File: src/rtl/smd_pkg.sv
// Shared types and constants for the stack with middle delete block.
package smd_pkg;

  localparam int unsigned DATA_W      = 32;
  localparam int unsigned MODE_W      = 2;
  localparam int unsigned STATUS_W    = 2;
  localparam int unsigned TOTAL_W     = 5;
  localparam int unsigned DEPTH_DFLT  = 16;

  typedef enum logic [MODE_W-1:0] {
    MODE_PUSH = 2'd0,
    MODE_POP  = 2'd1,
    MODE_DEL  = 2'd2,
    MODE_NONE = 2'd3
  } mode_e;

  typedef enum logic [STATUS_W-1:0] {
    ST_DONE  = 2'd0,
    ST_EMPTY = 2'd1,
    ST_FULL  = 2'd2
  } status_e;

  // Command broadcast to every cell of the chain.
  typedef enum logic [1:0] {
    CMD_HOLD = 2'd0,
    CMD_PUSH = 2'd1,
    CMD_POP  = 2'd2,
    CMD_DEL  = 2'd3
  } cmd_e;

endpackage

File: src/rtl/smd_cell.sv
// One storage cell of the stack chain, holding the entry at a fixed depth from the top.
module smd_cell #(
  parameter int unsigned IDX_W = 4,
  parameter int unsigned IDX   = 0
) (
  input  logic                        clk_i,
  input  smd_pkg::cmd_e               cmd_i,
  input  logic [IDX_W-1:0]            split_i,
  input  logic [smd_pkg::DATA_W-1:0]  upper_i,
  input  logic [smd_pkg::DATA_W-1:0]  lower_i,
  input  logic [IDX_W-1:0]            sel_idx_i,
  output logic [smd_pkg::DATA_W-1:0]  data_o,
  output logic [smd_pkg::DATA_W-1:0]  pick_o
);
  import smd_pkg::*;

  localparam logic [IDX_W-1:0] MyIdx = IDX_W'(IDX);

  logic [DATA_W-1:0] data_q, data_d;

  always_comb begin
    case (cmd_i)
      CMD_PUSH: data_d = upper_i;
      CMD_POP:  data_d = lower_i;
      // Cells at or below the middle close the gap; those above keep their entry.
      CMD_DEL:  data_d = (MyIdx >= split_i) ? lower_i : data_q;
      default:  data_d = data_q;
    endcase
  end

  always_ff @(posedge clk_i) begin
    data_q <= data_d;
  end

  assign data_o = data_q;
  assign pick_o = (sel_idx_i == MyIdx) ? data_q : '0;

endmodule

File: src/rtl/stack_with_middle_delete_unit.sv
// Top level of the bounded stack with pop, push and delete of the middle entry.
//
// The stack is a row of STACK_DEPTH cells, cell 0 holding the top entry. A push
// moves every entry one cell deeper, a pop moves every entry one cell up, and a
// delete of the middle entry moves up only the cells from the middle (position
// floor(n/2) from the top) downwards, so the entries above it stay where they are.
// An accepted word is handled in the cycle of acceptance, where the cells shift and
// the shared one-hot read port fetches the removed entry, and then in the middle-read
// state, where the same read port fetches the new middle entry and the result word
// is loaded into the output register once it is free or emptied. The block takes a
// new word only when idle, after the last word's result is loaded; a waiting result
// does not stop the next word being accepted, it only holds that word's middle
// read. Stored entries need no clearing after reset: only entries below the count
// are ever read. A refused push (full) or pop or delete (empty) leaves the stack
// as it was, and the unused mode code is reported as done with no change.
module stack_with_middle_delete_unit #(
  parameter int unsigned STACK_DEPTH = smd_pkg::DEPTH_DFLT
) (
  input  logic                                clk_i,
  input  logic                                rst_ni,
  input  logic                                in_valid_i,
  output logic                                in_ready_o,
  input  logic [smd_pkg::MODE_W-1:0]          mode_i,
  input  logic signed [smd_pkg::DATA_W-1:0]   push_value_i,
  output logic                                out_valid_o,
  input  logic                                out_ready_i,
  output logic signed [smd_pkg::DATA_W-1:0]   removed_value_o,
  output logic signed [smd_pkg::DATA_W-1:0]   middle_value_o,
  output logic                                middle_valid_o,
  output logic [smd_pkg::TOTAL_W-1:0]         entry_total_o,
  output logic [smd_pkg::STATUS_W-1:0]        status_o
);
  import smd_pkg::*;

  localparam int unsigned IDX_W = (STACK_DEPTH > 1) ? $clog2(STACK_DEPTH) : 1;
  localparam int unsigned CNT_W = $clog2(STACK_DEPTH + 1);

  typedef enum logic [1:0] {
    S_IDLE = 2'b01,
    S_MID  = 2'b10
  } state_e;

  state_e            state_q, state_d;
  logic [CNT_W-1:0]  count_q, count_d;
  logic              in_fire;
  logic              load_out;

  // Result of the acceptance cycle, waiting for the middle read.
  logic [DATA_W-1:0]   removed_pend_q, removed_pend_d;
  status_e             status_pend_q, status_pend_d;

  // Output register.
  logic                out_valid_q, out_valid_d;
  logic [DATA_W-1:0]   removed_q, middle_q;
  logic                mvalid_q;
  logic [TOTAL_W-1:0]  total_q;
  status_e             status_q;

  cmd_e              cmd;
  logic [IDX_W-1:0]  split_idx;
  logic [IDX_W-1:0]  sel_idx;
  logic              take_removed;
  logic [DATA_W-1:0] picked;

  logic [DATA_W-1:0] cell_data [STACK_DEPTH];
  logic [DATA_W-1:0] cell_pick [STACK_DEPTH];

  assign in_ready_o = (state_q == S_IDLE);
  assign in_fire    = in_valid_i && in_ready_o;
  assign split_idx  = IDX_W'(count_q >> 1);

  // Decode the accepted word into a cell command, a status and the new count.
  always_comb begin
    cmd           = CMD_HOLD;
    status_pend_d = status_pend_q;
    count_d       = count_q;
    take_removed  = 1'b0;
    sel_idx       = split_idx;
    if (in_fire) begin
      status_pend_d = ST_DONE;
      case (mode_i)
        MODE_PUSH: begin
          if (count_q == CNT_W'(STACK_DEPTH)) begin
            status_pend_d = ST_FULL;
          end else begin
            cmd     = CMD_PUSH;
            count_d = count_q + CNT_W'(1);
          end
        end
        MODE_POP: begin
          sel_idx = '0;
          if (count_q == '0) begin
            status_pend_d = ST_EMPTY;
          end else begin
            cmd          = CMD_POP;
            take_removed = 1'b1;
            count_d      = count_q - CNT_W'(1);
          end
        end
        MODE_DEL: begin
          if (count_q == '0) begin
            status_pend_d = ST_EMPTY;
          end else begin
            cmd          = CMD_DEL;
            take_removed = 1'b1;
            count_d      = count_q - CNT_W'(1);
          end
        end
        default: begin
          status_pend_d = ST_DONE;
        end
      endcase
    end
  end

  assign removed_pend_d = in_fire ? (take_removed ? picked : '0) : removed_pend_q;

  // The chain of cells.
  for (genvar k = 0; k < STACK_DEPTH; k++) begin : g_cell
    logic [DATA_W-1:0] upper, lower;
    if (k == 0) begin : g_top
      assign upper = push_value_i;
    end else begin : g_mid
      assign upper = cell_data[k-1];
    end
    if (k == STACK_DEPTH - 1) begin : g_bot
      assign lower = cell_data[k];
    end else begin : g_low
      assign lower = cell_data[k+1];
    end
    smd_cell #(
      .IDX_W (IDX_W),
      .IDX   (k)
    ) u_cell (
      .clk_i     (clk_i),
      .cmd_i     (cmd),
      .split_i   (split_idx),
      .upper_i   (upper),
      .lower_i   (lower),
      .sel_idx_i (sel_idx),
      .data_o    (cell_data[k]),
      .pick_o    (cell_pick[k])
    );
  end

  // One-hot read port: only the selected cell drives a non-zero word.
  always_comb begin
    picked = '0;
    for (int unsigned k = 0; k < STACK_DEPTH; k++) begin
      picked = picked | cell_pick[k];
    end
  end

  // Middle-read state: the middle read waits until the output register is free.
  assign load_out = (state_q == S_MID) && (!out_valid_q || out_ready_i);

  always_comb begin
    state_d = state_q;
    case (state_q)
      S_IDLE:  if (in_fire) state_d = S_MID;
      S_MID:   if (load_out) state_d = S_IDLE;
      default: state_d = S_IDLE;
    endcase
  end

  always_comb begin
    if (load_out) begin
      out_valid_d = 1'b1;
    end else if (out_ready_i) begin
      out_valid_d = 1'b0;
    end else begin
      out_valid_d = out_valid_q;
    end
  end

  always_ff @(posedge clk_i or negedge rst_ni) begin
    if (!rst_ni) begin
      state_q     <= S_IDLE;
      count_q     <= '0;
      out_valid_q <= 1'b0;
    end else begin
      state_q     <= state_d;
      count_q     <= count_d;
      out_valid_q <= out_valid_d;
    end
  end

  logic [CNT_W+TOTAL_W-1:0] count_ext;
  assign count_ext = {{TOTAL_W{1'b0}}, count_q};

  always_ff @(posedge clk_i) begin
    removed_pend_q <= removed_pend_d;
    status_pend_q  <= status_pend_d;
    if (load_out) begin
      removed_q <= removed_pend_q;
      middle_q  <= (count_q == '0) ? '0 : picked;
      mvalid_q  <= (count_q != '0);
      total_q   <= count_ext[TOTAL_W-1:0];
      status_q  <= status_pend_q;
    end
  end

  assign out_valid_o     = out_valid_q;
  assign removed_value_o = removed_q;
  assign middle_value_o  = middle_q;
  assign middle_valid_o  = mvalid_q;
  assign entry_total_o   = total_q;
  assign status_o        = status_q;

endmodule

File: config.mk
export PLATFORM = sky130hd
export DESIGN_NAME = stack_with_middle_delete_unit
export DESIGN_NICKNAME = d
export VERILOG_FILES = /design/src/rtl/smd_pkg.sv /design/src/rtl/smd_cell.sv /design/src/rtl/stack_with_middle_delete_unit.sv
export SDC_FILE = /design/constraint.sdc
export NUM_CORES = 1
export LEC_CHECK = 0
export BUFFER_PORTS_ARGS = -buffer_cell sky130_fd_sc_hd__clkbuf_2
export CAP_MARGIN = 20
export CORE_MARGIN = 2
export CORE_UTILIZATION = 55
export CTS_BUF_LIST = sky130_fd_sc_hd__clkbuf_8 sky130_fd_sc_hd__clkbuf_16
export DETAILED_ROUTE_END_ITERATION = 8
export PLACE_DENSITY = 0.72
export SYNTH_ARGS = -nofsm -noshare
export SYNTH_HDL_FRONTEND = slang
export SYNTH_SLANG_ARGS = --single-unit
File: constraint.sdc
create_clock -name clk_i -period 10.94 [get_ports clk_i]
set_clock_uncertainty 0.15 [all_clocks]
set_input_delay 2.188 -clock clk_i [delete_from_list [all_inputs] [get_ports clk_i]]
set_output_delay 2.188 -clock clk_i [all_outputs]
set_load 0.01 [all_outputs]
==> metrics.md <==
| Metric | Value |
|---|---|
| Status | `completed` |
| Worst reg-to-reg setup slack | `approximately 6.3 ns` |
| Final Slew Violations | `0` |
| Worst-path maximum fanout | `between 150 and 200` |
| Worst R2R Path Depth | `6` |
| GR Util All Layers | `29.3%` |
| Post-Syn Area | `about 0.030 sq mm` |
| CTS root buf | `clkbuf_16` |
| CTS H-Tree Depth | `2` |
| Slowest-stage cell, CP | `nor3_4` |
| First-pass DRT Iterations | `5` |
| Met1 GRT Util | `~42%` |
| WL per Instance | `between 20 and 30 microns` |
| Worst Hold Path EP | `removed_value_o[3]$_DFFE_PP_` |
| Endpoint class of the critical path | `flip-flop` |
| Power per cell area | `about 230 mW/mm^2` |
| Post-layout min period | `~5.7 ns` |
| Initial Util | `55.9%` |
| Die width | `238 microns` |
| Ys Warns | `0` |
| Critical path class | `in -> reg` |
| Post-layout util | `between 60% and 70%` |
| Fmax | `between 150 and 200 MHz` |
| R2R Path End | `g_cell[13].u_cell.data_o[3]$_DFFE_PP_` |
| CP Buf/Inv Count | `3` |
| Peak VDD IR | `about 0.00019 V` |
| Ys flop type | `edfxtp_1` |
| # diodes | `0` |
| Slew margin rel. | `22.0%` |
| Post-synth net total | `2053` |
| Count of state elements after synthesis | `626` |
| Syn_area_per_cell | `about 15 sq um` |
| HPWL after DPL | `47.4 mm` |
| Synth async-reset ratio | `between 1 and 1.5%` |
| Core ar. | `around 0.054 sq mm` |
| Final hold vios | `0` |
| Grt total ovfl | `0` |
| CTS-repair resized insts | `0` |
| Sequential element share of the synthesized area | `between 60% and 70%` |
| Deepest clock path buffer count | `3` |
| Setup violators final | `0` |
| Synth cell types | `60` |
| Most area-hungry cell type in the Yosys netlist | `edfxtp_1` |
| Rows | `85` |
| Via Count | `around 19k` |
| R2R Path Start | `count_q[4]$_DFFE_PN0P_` |
| DRT antenna net count | `0` |
| HP Class | `reg -> reg` |
| Setup TNS | `0 ns` |
| Worst-path clk slew | `~0.060 ns` |
| M2 GR Usage | `44.2%` |
| Number of enable flip-flop cells after synthesis | `roughly 600` |
| Initial drt markers | `about 2.3k` |
| Cells after Synth | `approximately 2.0k` |
| Worst Path Arrival | `5.87 ns` |
| Gp weighted congestion | `about 0.83` |
| Largest net degree at the start of global routing | `167` |
| First-pass GRT wire length | `roughly 120 mm` |
| Setup Fix Bufs, Post-CTS | `0` |
| Fin nets | `between 2k and 2.5k` |
| Remaining DRCs | `0` |
| Chip height | `238 microns` |
| Reg area | `approximately 0.019 sq mm` |
| Drt via density | `just under 7` |
| Layout area overhead | `10.7%` |
| Clk sinks | `626` |
| Minimum hold slack | `~0.27 ns` |
| Final period utilization | `51.7%` |
| Worst path max stage delay | `between 0.8 and 0.9 ns` |
| Commonest cells after routing, fill and taps aside | `618 x edfxtp_1, 313 x mux2_2, 200 x mux2_1` |
| Antenna violations before repair | `0` |
| # hold bufs at CTS | `0` |
| Hold path cells | `0` |
| Die area | `around 0.057 sq mm` |
| Filler cells | `3999` |
| Top Usage Layer GRT | `met2` |
| Multi-input gate area | `between 0.01 and 0.015 sq mm` |
| RSZ-0062 raised after global routing | `false` |
| CP Data Required Time | `about 11 ns` |
| I/O pins | `112` |
| CP top delay family | `buffers and inverters` |
| Pwr Total | `7.67 mW` |
| Number of global-route vias before repair | `approximately 19k` |
| # Max-Cap Violations | `0` |
| Cell chain of the critical path | `clkbuf_2 -> ha_1 -> or3_1 -> nor3_4 -> buf_12 -> buf_4 -> mux2_2` |
| CTS tree | `built` |
| Commonest non-fill, non-tap cell in the layout | `edfxtp_1` |
| Clk_lat worst skew | `0.63 ns` |
| Worst-Margin Slew | `~1.2 ns` |
| Min-delay src | `removed_pend_q[3]$_SDFFCE_PN0N_` |
| CP Launch Type | `input port` |
| Leak | `between 10 and 15 nW` |
| Share of post-route cells with drive strength above 1 | `between 20% and 30%` |
| # port buffers | `around 110` |
| Synth top area share | `between 60% and 70%` |
| Final wirelength | `83.9 mm` |
| CTS buffer count | `61` |
| Met3 usage | `under 10%` |
| Top cells by area, synth | `edfxtp_1 61%, mux2_2 12%, mux2_1 7.5%, mux2i_1 2.4%, and3b_1 1.6%` |
## per-stage QoR
stage	std cells	area (sq um)	worst slack [ns]
floorplan	2007	30200	4.60
global placement	2714	31400	4.76
detailed placement	2714	31400	4.71
CTS	2827	33400	5.35
global route	2828	33400	5.09
finish	2828	33400	5.29
## cell type report
cell class	instances	share of cell area, %
clock buffer	65	4.73
clock inverter	48	1.28
inverter	8	0.0899
multi-input combinational	1215	32.0
sequential	626	56.2
tap	696	2.61
timing repair buffer	170	3.12
## synthesized netlist by cell type, types with 3 or more instances
library cell,count
o21bai_1,3
mux2_2,313
nor4_1,33
ha_1,7
clkbuf_1,64
buf_2,45
a21oi_1,76
nand2b_1,4
dfrtp_1,7
o22ai_1,33
nand3_1,59
buf_4,23
and3b_1,56
a21o_1,3
buf_6,10
o221ai_1,27
mux2_1,200
o2bb2ai_1,3
and2_1,3
edfxtp_1,618
nand3b_1,17
nor2b_1,6
or4_1,3
inv_1,8
o21ai_0,60
a22oi_1,55
nor2_1,70
buf_8,12
nor3_2,3
buf_1,4
nand4b_1,3
nand2_1,40
a31oi_1,4
a22o_1,28
mux2i_1,71
## per-layer routing
layer	vias up	routed length (microns)	part of all wire (%)
met3	193	9390	11
met1	9631	34500	41
met5	-	0	0
met2	1185	37100	44
li1	8080	-	-
met4	0	2870	3.4
## logic make-up after synthesis
| family | after synthesis | synth area share [%] |
|---|---|---|
| flops | 626 | 62.2 |
| fa+ha+maj | 8 | 0.357 |
| simple gates | 313 | 6.02 |
| xor+xnor | 4 | 0.116 |
| buf+inv | 166 | 3.23 |
| compound gates | 306 | 6.62 |
| mux | 584 | 21.5 |
## flip-flops by register name, indices dropped and copies added (netlist names)
register,count
status_o,2
count_q,5
status_pend_q,2
removed_value_o,32
removed_pend_q,32
state_q,2
out_valid_o,1
g_cell.u_cell.data_o,512
middle_valid_o,1
middle_value_o,32
entry_total_o,5
## how the worst max path moves through the flow
stage | from | endpoint | slack [ns] | depth (start not counted)
2_1_floorplan | mode_i[0] | g_cell[8].u_cell.data_o[0]$_DFFE_PP_ | 4.60 | 6
3_3_place_gp | mode_i[0] | g_cell[14].u_cell.data_o[0]$_DFFE_PP_ | 4.76 | 7
3_5_place_dp | mode_i[0] | g_cell[4].u_cell.data_o[12]$_DFFE_PP_ | 4.71 | 7
4_1_cts | mode_i[0] | g_cell[4].u_cell.data_o[12]$_DFFE_PP_ | 5.35 | 7
5_1_grt | mode_i[0] | g_cell[1].u_cell.data_o[3]$_DFFE_PP_ | 5.09 | 7
6_report | mode_i[0] | g_cell[13].u_cell.data_o[3]$_DFFE_PP_ | 5.29 | 7
## power breakdown
part | switching [mW] | internal, mW
clock network | 0.924 | 1.21
logic | 1.53 | 0.815
registers | 0.208 | 2.98
total | 2.67 | 5.00
(Power assumes the default switching activity.)
